`config.mk`:
```
export PLATFORM = sky130hd
export DESIGN_NAME = block_transfer_chunk_sequencer
export DESIGN_NICKNAME = d
export VERILOG_FILES = /design/src/bcs_pkg.sv /design/src/bcs_cfg_calc.sv /design/src/bcs_core.sv /design/src/bcs_out_buf.sv /design/src/block_transfer_chunk_sequencer.sv
export SDC_FILE = /design/constraint.sdc
export NUM_CORES = 1
export LEC_CHECK = 0
export BUFFER_PORTS_ARGS = -buffer_cell sky130_fd_sc_hd__buf_2
export CAP_MARGIN = 0
export CORE_MARGIN = 1.5
export CORE_UTILIZATION = 50
export CTS_BUF_LIST = sky130_fd_sc_hd__clkbuf_2 sky130_fd_sc_hd__clkbuf_4 sky130_fd_sc_hd__clkbuf_8
export CTS_CLUSTER_DIAMETER = 40
export CTS_CLUSTER_SIZE = 8
export DETAILED_ROUTE_END_ITERATION = 7
export MAX_ROUTING_LAYER = met4
export PLACE_DENSITY_LB_ADDON = 0.05
export SLEW_MARGIN = 20
export SYNTH_ARGS = -nofsm -noshare
export SYNTH_HDL_FRONTEND = slang
export SYNTH_HIERARCHICAL = 1
export SYNTH_SLANG_ARGS = --single-unit
```
`constraint.sdc`:
```
create_clock -name i_clk -period 3.8 [get_ports i_clk]
set_input_delay 0.19 -clock i_clk [delete_from_list [all_inputs] [get_ports i_clk]]
set_output_delay 0.19 -clock i_clk [all_outputs]
set_load 0.05 [all_outputs]
```
`src/bcs_pkg.sv`:
```
package bcs_pkg;

    // defaults for the top level parameters
    localparam int BLOCKS_PER_BUFFER_DEF = 8;
    localparam int RING_ENTRIES_DEF      = 8;

    // largest chunk a single dma launch may carry, before buffer rounding
    localparam int MAX_TRANSFER_BLOCKS = 65535;

    localparam int ADDR_W     = 32;
    localparam int LEN_W      = 16;
    localparam int FILL_W     = 4;
    localparam int CFG_IDX_W  = 2;
    localparam int CFG_DATA_W = 32;

    // request kinds carried on the input side band
    typedef enum logic [1:0] {
        REQ_START = 2'd0,
        REQ_POLL  = 2'd1,
        REQ_DONE  = 2'd2,
        REQ_ERROR = 2'd3
    } t_req;

    // configuration register indexes
    typedef enum logic [CFG_IDX_W-1:0] {
        CFG_FIRST_BLOCK   = 2'd0,
        CFG_BLOCK_TOTAL   = 2'd1,
        CFG_DIRECTION     = 2'd2,
        CFG_CARD_CAPACITY = 2'd3
    } t_cfg_idx;

    // one input request
    typedef struct packed {
        t_req              req_type;
        logic              card_ready;
        logic [FILL_W-1:0] ring_fill;
    } t_item;

    // checked start parameters, settled after each configuration write
    typedef struct packed {
        logic              ok;
        logic              dir_write;
        logic [ADDR_W-1:0] first_block;
        logic [ADDR_W-1:0] total;
    } t_start_info;

    // one result
    typedef struct packed {
        logic              start_accepted;
        logic              issue_chunk;
        logic [ADDR_W-1:0] chunk_address;
        logic [LEN_W-1:0]  chunk_length;
        logic [2:0]        phase;
        logic              finished;
        logic              failed;
    } t_result;

endpackage

```
`src/bcs_cfg_calc.sv`:
```
module bcs_cfg_calc #(
    parameter int BLOCKS_PER_BUFFER = bcs_pkg::BLOCKS_PER_BUFFER_DEF
) (
    input  logic                              i_clk,
    input  logic                              i_rst_n,
    input  logic                              i_cfg_wr_en,
    input  bcs_pkg::t_cfg_idx                 i_cfg_index,
    input  logic [bcs_pkg::CFG_DATA_W-1:0]    i_cfg_wdata,
    output logic                              o_busy,
    output bcs_pkg::t_start_info              o_start
);
    import bcs_pkg::*;

    // reciprocal for the round down to whole buffers
    localparam int          SHIFT    = 32 + $clog2(BLOCKS_PER_BUFFER);
    localparam int          RECIP_W  = 34;
    localparam int          PROD_W   = ADDR_W + RECIP_W;
    localparam logic [RECIP_W-1:0] RECIP =
        RECIP_W'((64'd1 << SHIFT) / BLOCKS_PER_BUFFER);
    localparam logic [ADDR_W-1:0]  BPB    = ADDR_W'(BLOCKS_PER_BUFFER);
    localparam logic [1:0]         SETTLE = 2'd3;

    logic [ADDR_W-1:0] r_first_block;
    logic [ADDR_W-1:0] r_block_total;
    logic              r_direction;
    logic [ADDR_W-1:0] r_card_capacity;
    logic [1:0]        r_busy_cnt;

    logic [ADDR_W-1:0] r_a_total;
    logic [ADDR_W-1:0] r_a_first;
    logic              r_a_dir;
    logic              r_a_valid;

    logic [PROD_W-1:0] r_b_prod;
    logic [ADDR_W-1:0] r_b_total;
    logic [ADDR_W-1:0] r_b_first;
    logic              r_b_dir;
    logic              r_b_valid;

    t_start_info       r_start;

    logic [ADDR_W-1:0] w_avail;
    logic [ADDR_W-1:0] w_clamped;
    logic              w_valid;
    logic [ADDR_W-1:0] w_quot;
    logic [ADDR_W-1:0] w_rem_raw;
    logic [ADDR_W-1:0] w_rem;
    logic [ADDR_W-1:0] w_rounded;

    // configuration registers and settle counter
    always_ff @(posedge i_clk) begin
        if (!i_rst_n) begin
            r_first_block   <= '0;
            r_block_total   <= '0;
            r_direction     <= 1'b0;
            r_card_capacity <= '0;
            r_busy_cnt      <= SETTLE;
        end else if (i_cfg_wr_en) begin
            r_busy_cnt <= SETTLE;
            case (i_cfg_index)
                CFG_FIRST_BLOCK:   r_first_block   <= i_cfg_wdata;
                CFG_BLOCK_TOTAL:   r_block_total   <= i_cfg_wdata;
                CFG_DIRECTION:     r_direction     <= i_cfg_wdata[0];
                CFG_CARD_CAPACITY: r_card_capacity <= i_cfg_wdata;
                default: ;
            endcase
        end else if (r_busy_cnt != 2'd0) begin
            r_busy_cnt <= r_busy_cnt - 2'd1;
        end
    end

    // stage a: clamp reads to the card
    always_comb begin
        w_avail   = r_card_capacity - r_first_block;
        w_clamped = r_block_total;
        if (!r_direction && (r_block_total > w_avail)) begin
            w_clamped = w_avail;
        end
        w_valid = (r_block_total != '0) &&
                  (r_direction || (r_first_block < r_card_capacity));
    end

    always_ff @(posedge i_clk) begin
        r_a_total <= w_clamped;
        r_a_first <= r_first_block;
        r_a_dir   <= r_direction;
        r_a_valid <= w_valid;
    end

    // stage b: reciprocal multiply
    always_ff @(posedge i_clk) begin
        r_b_prod  <= PROD_W'(r_a_total) * PROD_W'(RECIP);
        r_b_total <= r_a_total;
        r_b_first <= r_a_first;
        r_b_dir   <= r_a_dir;
        r_b_valid <= r_a_valid;
    end

    // stage c: remainder with one correction step, then the start check
    always_comb begin
        w_quot    = ADDR_W'(r_b_prod >> SHIFT);
        w_rem_raw = r_b_total - ADDR_W'(w_quot * BPB);
        w_rem     = (w_rem_raw >= BPB) ? (w_rem_raw - BPB) : w_rem_raw;
        w_rounded = r_b_total - w_rem;
    end

    always_ff @(posedge i_clk) begin
        r_start.ok          <= r_b_valid &&
                               (r_b_dir ? (w_rem == '0) : (w_rounded != '0));
        r_start.dir_write   <= r_b_dir;
        r_start.first_block <= r_b_first;
        r_start.total       <= w_rounded;
    end

    assign o_busy  = (r_busy_cnt != 2'd0);
    assign o_start = r_start;

endmodule

```
`src/bcs_core.sv`:
```
module bcs_core #(
    parameter int BLOCKS_PER_BUFFER = bcs_pkg::BLOCKS_PER_BUFFER_DEF,
    parameter int RING_ENTRIES      = bcs_pkg::RING_ENTRIES_DEF
) (
    input  logic                 i_clk,
    input  logic                 i_rst_n,
    input  logic                 i_valid,
    input  bcs_pkg::t_item       i_item,
    input  bcs_pkg::t_start_info i_start,
    output bcs_pkg::t_result     o_res
);
    import bcs_pkg::*;

    localparam logic [LEN_W-1:0] CHUNK_LIMIT =
        LEN_W'((MAX_TRANSFER_BLOCKS / BLOCKS_PER_BUFFER) * BLOCKS_PER_BUFFER);
    localparam int FREE_W = $clog2(RING_ENTRIES + 1);
    localparam int LIM_W  = FREE_W + $clog2(BLOCKS_PER_BUFFER + 1);

    localparam logic [2:0] PHC_IDLE  = 3'd0;
    localparam logic [2:0] PHC_START = 3'd1;
    localparam logic [2:0] PHC_WAIT  = 3'd2;
    localparam logic [2:0] PHC_DONE  = 3'd3;
    localparam logic [2:0] PHC_ERROR = 3'd4;

    typedef enum logic [4:0] {
        PH_IDLE  = 5'b00001,
        PH_START = 5'b00010,
        PH_WAIT  = 5'b00100,
        PH_DONE  = 5'b01000,
        PH_ERROR = 5'b10000
    } t_phase;

    typedef enum logic [1:0] {
        DIR_NONE  = 2'd0,
        DIR_READ  = 2'd1,
        DIR_WRITE = 2'd2
    } t_dir;

    t_phase            r_phase,  n_phase;
    logic [ADDR_W-1:0] r_next_address, n_next_address;
    logic [ADDR_W-1:0] r_blocks_left,  n_blocks_left;
    logic [LEN_W-1:0]  r_active_len,   n_active_len;
    t_dir              r_dir,     n_dir;
    logic              r_done_pend,  n_done_pend;
    logic              r_err_pend,   n_err_pend;
    logic              r_finished,   n_finished;
    logic              r_failed,     n_failed;

    logic [LEN_W-1:0]  w_chunk_base;
    logic [FREE_W-1:0] w_free;
    logic [LIM_W-1:0]  w_lim;
    logic [LEN_W-1:0]  w_chunk;
    logic              w_launch;
    t_result           w_res;

    // chunk size: remaining blocks, chunk limit, and ring space on reads
    always_comb begin
        w_chunk_base = (r_blocks_left > ADDR_W'(CHUNK_LIMIT)) ?
                       CHUNK_LIMIT : r_blocks_left[LEN_W-1:0];
        if (32'(i_item.ring_fill) >= 32'(RING_ENTRIES)) begin
            w_free = '0;
        end else begin
            w_free = FREE_W'(32'(RING_ENTRIES) - 32'(i_item.ring_fill));
        end
        w_lim    = LIM_W'(w_free) * LIM_W'(BLOCKS_PER_BUFFER);
        w_chunk  = w_chunk_base;
        w_launch = 1'b1;
        if (r_dir == DIR_READ) begin
            if (w_lim == '0) begin
                w_launch = 1'b0;
            end else if (32'(w_chunk_base) > 32'(w_lim)) begin
                w_chunk = LEN_W'(w_lim);
            end
        end
    end

    // next state and result for one request
    always_comb begin
        n_phase        = r_phase;
        n_next_address = r_next_address;
        n_blocks_left  = r_blocks_left;
        n_active_len   = r_active_len;
        n_dir          = r_dir;
        n_done_pend    = r_done_pend;
        n_err_pend     = r_err_pend;
        n_finished     = r_finished;
        n_failed       = r_failed;
        w_res          = '0;

        case (i_item.req_type)
            REQ_START: begin
                if (i_start.ok) begin
                    w_res.start_accepted = 1'b1;
                    n_next_address = i_start.first_block;
                    n_blocks_left  = i_start.total;
                    n_active_len   = '0;
                    n_dir          = i_start.dir_write ? DIR_WRITE : DIR_READ;
                    n_done_pend    = 1'b0;
                    n_err_pend     = 1'b0;
                    n_finished     = 1'b0;
                    n_failed       = 1'b0;
                    n_phase        = PH_START;
                end
            end
            REQ_DONE: begin
                n_done_pend = 1'b1;
            end
            REQ_ERROR: begin
                n_err_pend = 1'b1;
                n_failed   = 1'b1;
            end
            REQ_POLL: begin
                case (r_phase)
                    PH_START: begin
                        if (r_dir == DIR_NONE) begin
                            n_phase = PH_IDLE;
                        end else if (i_item.card_ready) begin
                            n_done_pend = 1'b0;
                            if (r_blocks_left == '0) begin
                                n_err_pend = 1'b1;
                                n_phase    = PH_ERROR;
                            end else if (w_launch && (w_chunk != '0)) begin
                                n_active_len        = w_chunk;
                                w_res.issue_chunk   = 1'b1;
                                w_res.chunk_address = r_next_address;
                                w_res.chunk_length  = w_chunk;
                                n_phase             = PH_WAIT;
                            end
                        end
                    end
                    PH_WAIT: begin
                        if (r_err_pend) begin
                            n_err_pend = 1'b0;
                            n_failed   = 1'b1;
                            n_dir      = DIR_NONE;
                            n_phase    = PH_ERROR;
                        end else if (r_done_pend) begin
                            n_done_pend    = 1'b0;
                            n_next_address = r_next_address + ADDR_W'(r_active_len);
                            n_blocks_left  = (ADDR_W'(r_active_len) > r_blocks_left) ?
                                             '0 : (r_blocks_left - ADDR_W'(r_active_len));
                            if (n_blocks_left != '0) begin
                                n_phase = PH_START;
                            end else begin
                                n_finished = 1'b1;
                                n_dir      = DIR_NONE;
                                n_phase    = PH_DONE;
                            end
                        end
                    end
                    default: ;
                endcase
            end
            default: ;
        endcase

        case (n_phase)
            PH_IDLE:  w_res.phase = PHC_IDLE;
            PH_START: w_res.phase = PHC_START;
            PH_WAIT:  w_res.phase = PHC_WAIT;
            PH_DONE:  w_res.phase = PHC_DONE;
            PH_ERROR: w_res.phase = PHC_ERROR;
            default:  w_res.phase = PHC_IDLE;
        endcase
        w_res.finished = n_finished;
        w_res.failed   = n_failed;
    end

    // sequencer state
    always_ff @(posedge i_clk) begin
        if (!i_rst_n) begin
            r_phase        <= PH_IDLE;
            r_next_address <= '0;
            r_blocks_left  <= '0;
            r_active_len   <= '0;
            r_dir          <= DIR_NONE;
            r_done_pend    <= 1'b0;
            r_err_pend     <= 1'b0;
            r_finished     <= 1'b0;
            r_failed       <= 1'b0;
        end else if (i_valid) begin
            r_phase        <= n_phase;
            r_next_address <= n_next_address;
            r_blocks_left  <= n_blocks_left;
            r_active_len   <= n_active_len;
            r_dir          <= n_dir;
            r_done_pend    <= n_done_pend;
            r_err_pend     <= n_err_pend;
            r_finished     <= n_finished;
            r_failed       <= n_failed;
        end
    end

    assign o_res = w_res;

    // a launched chunk always moves to the wait phase with a nonzero length
    a_issue_wait: assert property (@(posedge i_clk) disable iff (!i_rst_n)
        (i_valid && w_res.issue_chunk) |->
            (w_res.phase == PHC_WAIT) && (w_res.chunk_length != '0))
        else $error("chunk launched without entering wait phase");

    // done phase only once every block is accounted for
    a_done_empty: assert property (@(posedge i_clk) disable iff (!i_rst_n)
        (r_phase == PH_DONE) |-> (r_blocks_left == '0) && r_finished)
        else $error("done phase with blocks left");

    // an accepted start restarts from a clean slate
    a_start_clean: assert property (@(posedge i_clk) disable iff (!i_rst_n)
        (i_valid && w_res.start_accepted) |=>
            (r_phase == PH_START) && !r_failed && !r_finished &&
            (r_blocks_left != '0))
        else $error("accepted start left stale state");

endmodule

```
`src/bcs_out_buf.sv`:
```
module bcs_out_buf (
    input  logic             i_clk,
    input  logic             i_rst_n,
    input  logic             i_valid,
    input  bcs_pkg::t_result i_data,
    output logic             o_ready,
    output logic             o_valid,
    output bcs_pkg::t_result o_data,
    input  logic             i_ready
);
    import bcs_pkg::*;

    logic    r_out_valid;
    logic    r_skid_valid;
    t_result r_out;
    t_result r_skid;
    logic    w_take;

    assign w_take = r_out_valid && i_ready;

    // control: output register plus one skid entry
    always_ff @(posedge i_clk) begin
        if (!i_rst_n) begin
            r_out_valid  <= 1'b0;
            r_skid_valid <= 1'b0;
        end else if (w_take) begin
            if (r_skid_valid) begin
                r_skid_valid <= 1'b0;
            end else begin
                r_out_valid <= i_valid;
            end
        end else if (i_valid) begin
            if (r_out_valid) begin
                r_skid_valid <= 1'b1;
            end else begin
                r_out_valid <= 1'b1;
            end
        end
    end

    // payload
    always_ff @(posedge i_clk) begin
        if (w_take) begin
            if (r_skid_valid) begin
                r_out <= r_skid;
            end else if (i_valid) begin
                r_out <= i_data;
            end
        end else if (i_valid) begin
            if (r_out_valid) begin
                r_skid <= i_data;
            end else begin
                r_out <= i_data;
            end
        end
    end

    assign o_ready = !r_skid_valid;
    assign o_valid = r_out_valid;
    assign o_data  = r_out;

    // the skid entry is only used behind a held output
    a_skid_order: assert property (@(posedge i_clk) disable iff (!i_rst_n)
        r_skid_valid |-> r_out_valid)
        else $error("skid entry valid with empty output register");

endmodule

```
`src/block_transfer_chunk_sequencer.sv`:
```
// Splits a multi-block card transfer into dma chunks. Each request on the
// input stream (start, poll, chunk done, error, selected by tuser) yields
// exactly one result, registered in the output buffer; one request can be
// taken every clock while the input is ready. Results pass through an output
// register with one skid entry, so a stalled output only blocks input once
// two results are waiting. The start check (read clamp to card capacity,
// round down to whole buffers by a reciprocal multiply) is computed from the
// configuration registers in a three-stage unit; after reset and after every
// configuration write the input stays not ready while that unit settles.
module block_transfer_chunk_sequencer #(
    parameter int BLOCKS_PER_BUFFER = bcs_pkg::BLOCKS_PER_BUFFER_DEF,
    parameter int RING_ENTRIES      = bcs_pkg::RING_ENTRIES_DEF
) (
    input  logic                           i_clk,
    input  logic                           i_rst_n,
    // configuration write port
    input  logic                           i_cfg_wr_en,
    input  logic [bcs_pkg::CFG_IDX_W-1:0]  i_cfg_index,
    input  logic [bcs_pkg::CFG_DATA_W-1:0] i_cfg_wdata,
    // request stream
    input  logic                           s_axis_tvalid,
    output logic                           s_axis_tready,
    input  logic [7:0]                     s_axis_tdata,  // card_ready, ring_fill[3:0]
    input  logic [1:0]                     s_axis_tuser,  // req_type[1:0]
    // result stream
    output logic                           m_axis_tvalid,
    input  logic                           m_axis_tready,
    // start_accepted, chunk_address[31:0], chunk_length[15:0], phase[2:0],
    // finished, failed
    output logic [55:0]                    m_axis_tdata,
    output logic [0:0]                     m_axis_tuser   // issue_chunk
);
    import bcs_pkg::*;

    logic        w_cfg_busy;
    t_start_info w_start;
    t_item       w_item;
    t_result     w_res;
    t_result     w_out;
    logic        w_buf_ready;
    logic        w_accept;

    assign s_axis_tready = !w_cfg_busy && w_buf_ready;
    assign w_accept      = s_axis_tvalid && s_axis_tready;

    // unpack the request
    assign w_item.req_type   = t_req'(s_axis_tuser);
    assign w_item.card_ready = s_axis_tdata[0];
    assign w_item.ring_fill  = s_axis_tdata[4:1];

    bcs_cfg_calc #(
        .BLOCKS_PER_BUFFER (BLOCKS_PER_BUFFER)
    ) u_cfg_calc (
        .i_clk       (i_clk),
        .i_rst_n     (i_rst_n),
        .i_cfg_wr_en (i_cfg_wr_en),
        .i_cfg_index (t_cfg_idx'(i_cfg_index)),
        .i_cfg_wdata (i_cfg_wdata),
        .o_busy      (w_cfg_busy),
        .o_start     (w_start)
    );

    bcs_core #(
        .BLOCKS_PER_BUFFER (BLOCKS_PER_BUFFER),
        .RING_ENTRIES      (RING_ENTRIES)
    ) u_core (
        .i_clk   (i_clk),
        .i_rst_n (i_rst_n),
        .i_valid (w_accept),
        .i_item  (w_item),
        .i_start (w_start),
        .o_res   (w_res)
    );

    bcs_out_buf u_out_buf (
        .i_clk   (i_clk),
        .i_rst_n (i_rst_n),
        .i_valid (w_accept),
        .i_data  (w_res),
        .o_ready (w_buf_ready),
        .o_valid (m_axis_tvalid),
        .o_data  (w_out),
        .i_ready (m_axis_tready)
    );

    // pack the result
    assign m_axis_tdata = {2'b00, w_out.failed, w_out.finished, w_out.phase,
                           w_out.chunk_length, w_out.chunk_address,
                           w_out.start_accepted};
    assign m_axis_tuser = w_out.issue_chunk;

endmodule
```
==> metrics.md, run 1 <==
| Metric | Value |
|---|---|
| Arr. time, crit path | around 4.9 ns |
| Post-DP Area | 25600 um^2 |
| Initial Util | 0.507 |
| DP HPWL | 45400 um |
| Ant. Diodes | 0 |
| Yosys top cell by area | dfxtp_1 |
| CTS sink cnt | 497 |
| Count of standard-cell rows | 77 |
| Iter 0 DRT Violations | 1103 |
| Largest net degree at the start of global routing | 100 |
| Post-Route WL | approximately 62000 um |
| CTS clk-pin slew, worst paths | 0.06 ns |
| Classification of the worst setup path | register to register |
| Synth top area share | 0.346 |
| Slew Limit Headroom | 0.353 |
| Crit share post-route | 1.14 |
| Syn Area/Cell | 9.53 um^2 |
| Failing checks | setup timing |
| DR pass1 iterations | 5 |
| Area of the core | 44200 um^2 |
| Number of remaining DRC errors | 0 |
| Gpl congestion | just over 0.9 |
| CTS tree | yes |
| Synth cell count leaders | dfxtp_1, nand2_1, nor2_1 |
| HP Class | primary input to register |
| Main synth FF type | dfxtp_1 |
| H-tree Lvls | 3 |
| DRT antenna net count | 0 |
| Power per Cell Area | 426 nW/um^2 |
| Min Clock Period, post-route | 4.34 ns |
| Reg2Reg Launch Point | u_cfg_calc/r_card_capacity[0] |
| GRT overflow | 0 |
| Worst vdd ir | 0.318 mV |
| LEAKAGE | 12.1 nW |
| Final WS setup | -0.536 ns |
| Outcome | complete, but fails checks |
| Finished layout cell area | 28700 um^2 |
| Die area | between 40000 and 50000 um^2 |
| Vias per cell | 5.46 |
| Clock Latency Late Sink | about 0.67 ns |
| Seq/Total Area, Yosys | 0.493 |
| Share of layout cells above drive strength 1 | 0.276 |
| DR WL/cell | 18.3 um |
| First-pass GRT wire length | 99500 um |
| FF+latch count, synth | 497 |
| Finished Core Util | 0.649 |
| Count leader, synth | dfxtp_1 |
| Vias | 18695 |
| Ys Warns | 6 |
| Setup violators final | 35 |
| Flop2flop setup slack | -0.54 ns |
| Critical path endpoint | u_cfg_calc/r_a_total[25] |
| Cells on worst reg2reg path | 20 |
| Layout overhead on the synthesized area | 27.9% |
| Max-cap viol count | 0 |
| Number of CTS-inserted buffers | 82 |
| CP required | 4.36 ns |
| Max Clk Rate | 231 MHz |
| Clock root cell | clkbuf_8 |
| Post-synth EDFFs | 110 |
| Top cells by area, synth | dfxtp_1, edfxtp_1, nand2_1 |
| Post-Syn Area | around 22000 um^2 |
| Gr usage total | 0.279 |
| CP Capture Type | register |
| Clock buffer depth | 3 |
| CP Max Fanout | 5 |
| Asr flop ratio synth | 0 |
| Worst-Margin Slew | between 0.9 and 1 ns |
| Die width | 215 um |
| Initial antenna violation count | 0 |
| Buffers on Ports | 102 |
| Number of global-route vias before repair | 18439 |
| Hold WS | 0.114 ns |
| Io pins | 108 |
| Cells after Synth | between 2000 and 2500 |
| Synth unique cells | 88 |
| Nets | 2936 |
| Unrepaired setup endpoints after global routing | true |
| Final clock skew | roughly 0.034 ns |
| Filler cells | 3754 |
| CP startpoint | u_cfg_calc/r_card_capacity[0] |
| Die Y-Extent | 215 um |
| Max Slew Vio Count | 0 |
| Final Hold Viols | 0 |
| Startpoint types | register |
| Reg-to-reg endpoint | u_cfg_calc/r_a_total[25] |
layer usage:
layer / GRT usage / wire (um) / vias up
li1: - / - / 9218
met1: 0.358 / 28000 / 8861
met2: 0.442 / 29400 / 509
met3: 0.0377 / 3120 / 107
met4: 0.117 / 2010 / 0
met5: - / 0 / -
how the worst min path moves through the flow:
stage,to,cells after the start,from
after global routing,u_core/r_active_len[0],5,s_axis_tuser[0]
after detailed placement,u_cfg_calc/o_start[32],0,u_cfg_calc/r_b_first[0]
after CTS,u_core/r_active_len[0],5,s_axis_tuser[0]
final,u_core/r_active_len[0],5,s_axis_tuser[0]
after floorplan,u_cfg_calc/r_busy_cnt[0],2,i_cfg_wr_en
after global placement,u_cfg_calc/r_b_prod[56],0,u_cfg_calc/r_a_total[24]
stage by stage:
stage               power, W  std cells  TNS, ns  setup WS [ns]
floorplan            0.00653       2355   -0.261         -0.173
global placement     0.00715       3207   -16.82         -0.651
detailed placement   0.00717       3207   -20.89         -0.752
CTS                   0.0122       3412   -18.79         -0.656
global route          0.0128       3421   -19.30         -0.697
finish                0.0122       3421   -13.55         -0.536
registers in the layout (all words and copies together) (netlist names), 2 cells and up:
register                    count
u_core/r_blocks_left           32
u_core/r_active_len            16
u_out_buf/o_data               55
u_cfg_calc/o_start             63
u_cfg_calc/r_card_capacity     32
u_cfg_calc/r_b_prod            32
u_core/r_dir                    2
u_cfg_calc/r_block_total       32
u_out_buf/r_skid               55
u_cfg_calc/r_a_first           32
u_cfg_calc/r_first_block       32
u_cfg_calc/r_b_first           32
u_cfg_calc/r_a_total           32
u_cfg_calc/r_busy_cnt           2
u_core/r_next_address          32
u_core/r_phase                  5
cells in the final DEF (no fill, tap or decap), drive strengths merged, types with 13 or more instances in the layout:
cell type | Yosys | layout
buf | 21 | 445
dfxtp | 387 | 387
nand2 | 353 | 353
nor2 | 151 | 151
o21ai | 119 | 119
a21oi | 114 | 114
a21boi | 112 | 112
clkbuf | 125 | 112
edfxtp | 110 | 110
ha | 102 | 102
inv | 89 | 91
mux2 | 58 | 58
and3 | 49 | 49
dlygate4sd3 | 0 | 43
nand3 | 42 | 42
nor3 | 39 | 39
a21o | 38 | 38
nor4 | 28 | 28
o211ai | 26 | 26
xor2 | 26 | 26
xnor2 | 25 | 25
nor2b | 25 | 25
nand4 | 24 | 24
a31oi | 21 | 21
o211a | 19 | 19
nor3b | 19 | 19
a22oi | 16 | 16
nand2b | 16 | 16
o21a | 15 | 15
o31ai | 15 | 15
and2 | 14 | 14
mux2i | 13 | 13
a221oi | 13 | 13
where the power goes:
group	leakage (nW)	total [W]	switching (W)	internal, W
sequential	4.10	0.00564	0.0000921	0.00554
combinational	7.12	0.00165	0.000860	0.000788
clock	0.896	0.00495	0.00207	0.00287
critical path: stages, from the launching register on:
cell and delay (ns):
dfxtp_2 0.32, inv_2 0.06, ha_4 0.14, fa_2 0.22, nor2b_2 0.05, o31a_1 0.32
o31ai_4 0.33, a21oi_4 0.13, nor2_4 0.13, o41ai_4 0.08, buf_4 0.15, o21a_1 0.19
or2_4 0.25, ha_4 0.27, nand4_1 0.15, nor4_4 0.20, nor3b_4 0.24, o41a_1 0.26
o21ai_4 0.11, a221o_1 0.36, a311o_1 0.26
area by class of cell:
type	instances	area [um^2]	area share
clock buffers	111	1410	0.0491
clock inverters	20	307	0.0107
inverters	89	334	0.0116
multi-input cells	1623	11200	0.391
flip-flops and latches	497	11100	0.386
well taps	592	741	0.0258
repair buffers	489	3610	0.126
what timing repair did:
item                                    CTS  global route
hold buffers                             43             0
endpoints found under the hold margin   112             0
endpoints found under the setup margin   53            65
setup buffers                            34            15
cloned                                    0             1
pin swaps                                36            56
resized for setup                        52            79
cell families after synthesis:
logic type / count (synthesis) / synth area share
other cells: 2 / 0.000335
buf+inv: 235 / 0.0433
simple gates: 800 / 0.167
xor+xnor: 51 / 0.0199
mux: 71 / 0.0356
flops: 497 / 0.493
fa+ha+maj: 105 / 0.0596
compound gates: 591 / 0.181
Note: power is estimated with default switching activity, not from simulation.
==> run 2: changes to the inputs <==
BUFFER_PORTS_ARGS = default   (was -buffer_cell sky130_fd_sc_hd__buf_2)
DONT_BUFFER_PORTS = 1   (was default)
PLACE_DENSITY = 0.65   (was default)
PLACE_DENSITY_LB_ADDON = default   (was 0.05)
==> run 2 against run 1 <==
The run still ends with setup timing left. Clock power decreased by 4.8%. Routed wire length decreased by 1.4%. Largest cell class is now flip-flops and latches. Sequential power about the same. First-iteration DRC count increased by 14%. Via count decreased by 2.0%. Sequential share of layout area increased by 1.5 points.
==> metrics.md, run 2 (synthesis results as in run 1) <==
| Metric | Value |
|---|---|
| Flop2flop setup slack | -0.42 ns |
| Min Clock Period, post-route | 4.22 ns |
| Commonest cells after routing, fill and taps aside | dfxtp_1, nand2_1, buf_4, nor2_1, edfxtp_1 |
| Final std cells w/o fill | 3289 |
| Vias | between 15000 and 20000 |
| HP Class | primary input to register |
| Initial antenna violation count | 2 |
| Area of the multi-input gates | 11000 um^2 |
| DRT antenna net count | 0 |
| Gpl congestion | 0.951 |
| Slew Limit Headroom | 0.377 |
| Share of layout cells above drive strength 1 | 0.228 |
| Cells on worst reg2reg path | 20 |
| Count of standard-cell rows | slightly below 80 |
| Clock Latency Late Sink | 0.69 ns |
| Filler cells | roughly 3700 |
| Max Slew Vio Count | 0 |
| Reg-to-reg endpoint | u_cfg_calc/r_a_total[29] |
| Io pins | 108 |
| GRT overflow | 0 |
| Nets | 2800 |
| Worst vdd ir | slightly above 0.3 mV |
| Startpoint types | register |
| Final WS setup | -0.422 ns |
| Number of global-route vias before repair | around 18000 |
| Final clock skew | 0.0289 ns |
| Clock root cell | clkbuf_8 |
| Die width | 215 um |
| Die area | around 46000 um^2 |
| CTS tree | yes |
| Classification of the worst setup path | register to register |
| Critical path endpoint | u_cfg_calc/r_a_total[29] |
| Max Clk Rate | roughly 240 MHz |
| Setup violators final | 35 |
| Power per Cell Area | 431 nW/um^2 |
| Buffers on Ports | 0 |
| Number of CTS-inserted buffers | 84 |
| Unrepaired setup endpoints after global routing | true |
| Final Hold Viols | 0 |
| Failing checks | setup timing |
| DR WL/cell | 18.7 um |
| CP peak stage delay | 0.39 ns |
| Largest net degree at the start of global routing | 181 |
| Most common cell after layout, fill and taps aside | dfxtp_1 |
| Clock buffer depth | 3 |
| Placed insts | ~3000 |
| Iter 0 DRT Violations | approximately 1300 |
| CP Cell Sequence | ha_4 -> a21o_1 -> a21oi_2 -> nand2_2 -> a31oi_4 -> o221ai_1 -> a21oi_1 -> xor2_1 -> ha_1 -> nand4_1 -> nor3_1 -> a21boi_1 -> buf_4 -> o41a_1 -> buf_4 -> buf_4 -> o21a_1 -> and3_1 -> a21oi_1 -> nand3_1 |
| Layout overhead on the synthesized area | 23.2% |
| DR pass1 iterations | 5 |
| Die Y-Extent | about 210 um |
| Area of the core | 44200 um^2 |
| LEAKAGE | 11.5 nW |
| CTS clk-pin slew, worst paths | about 0.060 ns |
| DP HPWL | approximately 44000 um |
| H-tree Lvls | 3 |
| First-pass GRT wire length | just under 100000 um |
| Placement Setup Slack | -0.592 ns |
| Outcome | complete, but fails checks |
| CTS sink cnt | ~500 |
| Crit share post-route | 1.11 |
| Slowest-stage cell, CP | dfxtp_1 |
| Vias per cell | 5.57 |
| Reg2Reg Launch Point | u_cfg_calc/r_card_capacity[3] |
| Worst-Margin Slew | 0.932 ns |
| Post-Route WL | slightly above 60000 um |
| FF/Latch Area | 11100 um^2 |
| Max reg flops | 63 |
| Max-cap viol count | 0 |
| CP Capture Type | register |
| CP required | approximately 4.3 ns |
| CP dominant cell by count | buf_4 |
| CP Max Fanout | 4 |
| Number of remaining DRC errors | 0 |
| CP startpoint | u_cfg_calc/r_card_capacity[3] |
| Arr. time, crit path | 4.76 ns |
| Initial Util | 0.507 |
| Gr usage total | 0.275 |
## run 2: changes by cell type in the layout (fill, tap and decap cells not counted), sizes merged
cell / change
bufinv: -5
dlygate4sd3: +4
clkinv: +2
buf: -141
inv: +3
clkbuf: -2
clkinvlp: +6
diode: +1
## run 2: power breakdown
part           total [W]  switching [W]  internal, W
clock            0.00471        0.00215      0.00256
combinational    0.00155       0.000808     0.000745
sequential       0.00565       0.000107      0.00554
## run 2: worst min-delay path by stage
| stage | from | to | slack [ns] | cells past startpoint |
|---|---|---|---|---|
| 2_1_floorplan | i_cfg_wr_en | u_cfg_calc/r_busy_cnt[0] | 0.29 | 2 |
| 3_3_place_gp | i_rst_n | u_core/r_phase[0] | 0.28 | 1 |
| 3_5_place_dp | i_rst_n | u_core/r_phase[0] | 0.30 | 1 |
| 4_1_cts | s_axis_tdata[3] | u_out_buf/r_skid[11] | 0.009 | 3 |
| 5_1_grt | s_axis_tdata[4] | u_out_buf/r_skid[8] | 0.02 | 3 |
| 6_report | s_axis_tdata[4] | u_out_buf/r_skid[8] | 0.02 | 3 |
## run 2: worst max-delay path, delay by kind of cell, from the launching register on
| family | cells | cell delay (ns) |
|---|---|---|
| compound gates | 9 | 1.87 |
| simple gates | 5 | 0.64 |
| fa+ha+maj | 2 | 0.52 |
| buf+inv | 3 | 0.43 |
| flops | 1 | 0.39 |
| xor+xnor | 1 | 0.24 |
## run 2: area by class of cell
| cell class | instances | area share |
|---|---|---|
| Tap cell | 592 | 0.0268 |
| Multi-Input combinational cell | 1623 | 0.399 |
| Antenna cell | 1 | 0.0000906 |
| Sequential cell | 497 | 0.401 |
| Timing Repair Buffer | 351 | 0.102 |
| Inverter | 89 | 0.0121 |
| Clock inverter | 26 | 0.00843 |
| Clock buffer | 110 | 0.0510 |
## run 2: what timing repair did
item                       in CTS  in global routing
pin swaps                      17                 23
setup buffers                   8                  7
setup endpoints to repair      55                 68
hold buffers                   48                  0
resized for setup              48                 35
hold endpoints to repair      192                  0
## run 2: per-stage QoR
step                setup TNS (ns)   util  total power, W  hold WS (ns)  instance area [um^2]
finish                       -9.85  0.624          0.0119        0.0173                 27600
CTS                          -9.10  0.620          0.0120       0.00857                 27400
floorplan                   -0.261      -         0.00653         0.293                 22600
global placement            -14.69  0.564         0.00709         0.283                 25000
detailed placement          -17.70  0.564         0.00710         0.304                 25000
global route                -20.12  0.624          0.0124        0.0183                 27600
## run 2: layer usage
| metal | up-vias | routed length, um | GRT usage |
|---|---|---|---|
| li1 | 8957 | - | - |
| met1 | 8674 | 27600 | 0.354 |
| met2 | 596 | 28600 | 0.440 |
| met3 | 100 | 3660 | 0.0426 |
| met4 | 0 | 1690 | 0.0998 |
| met5 | - | 0 | - |
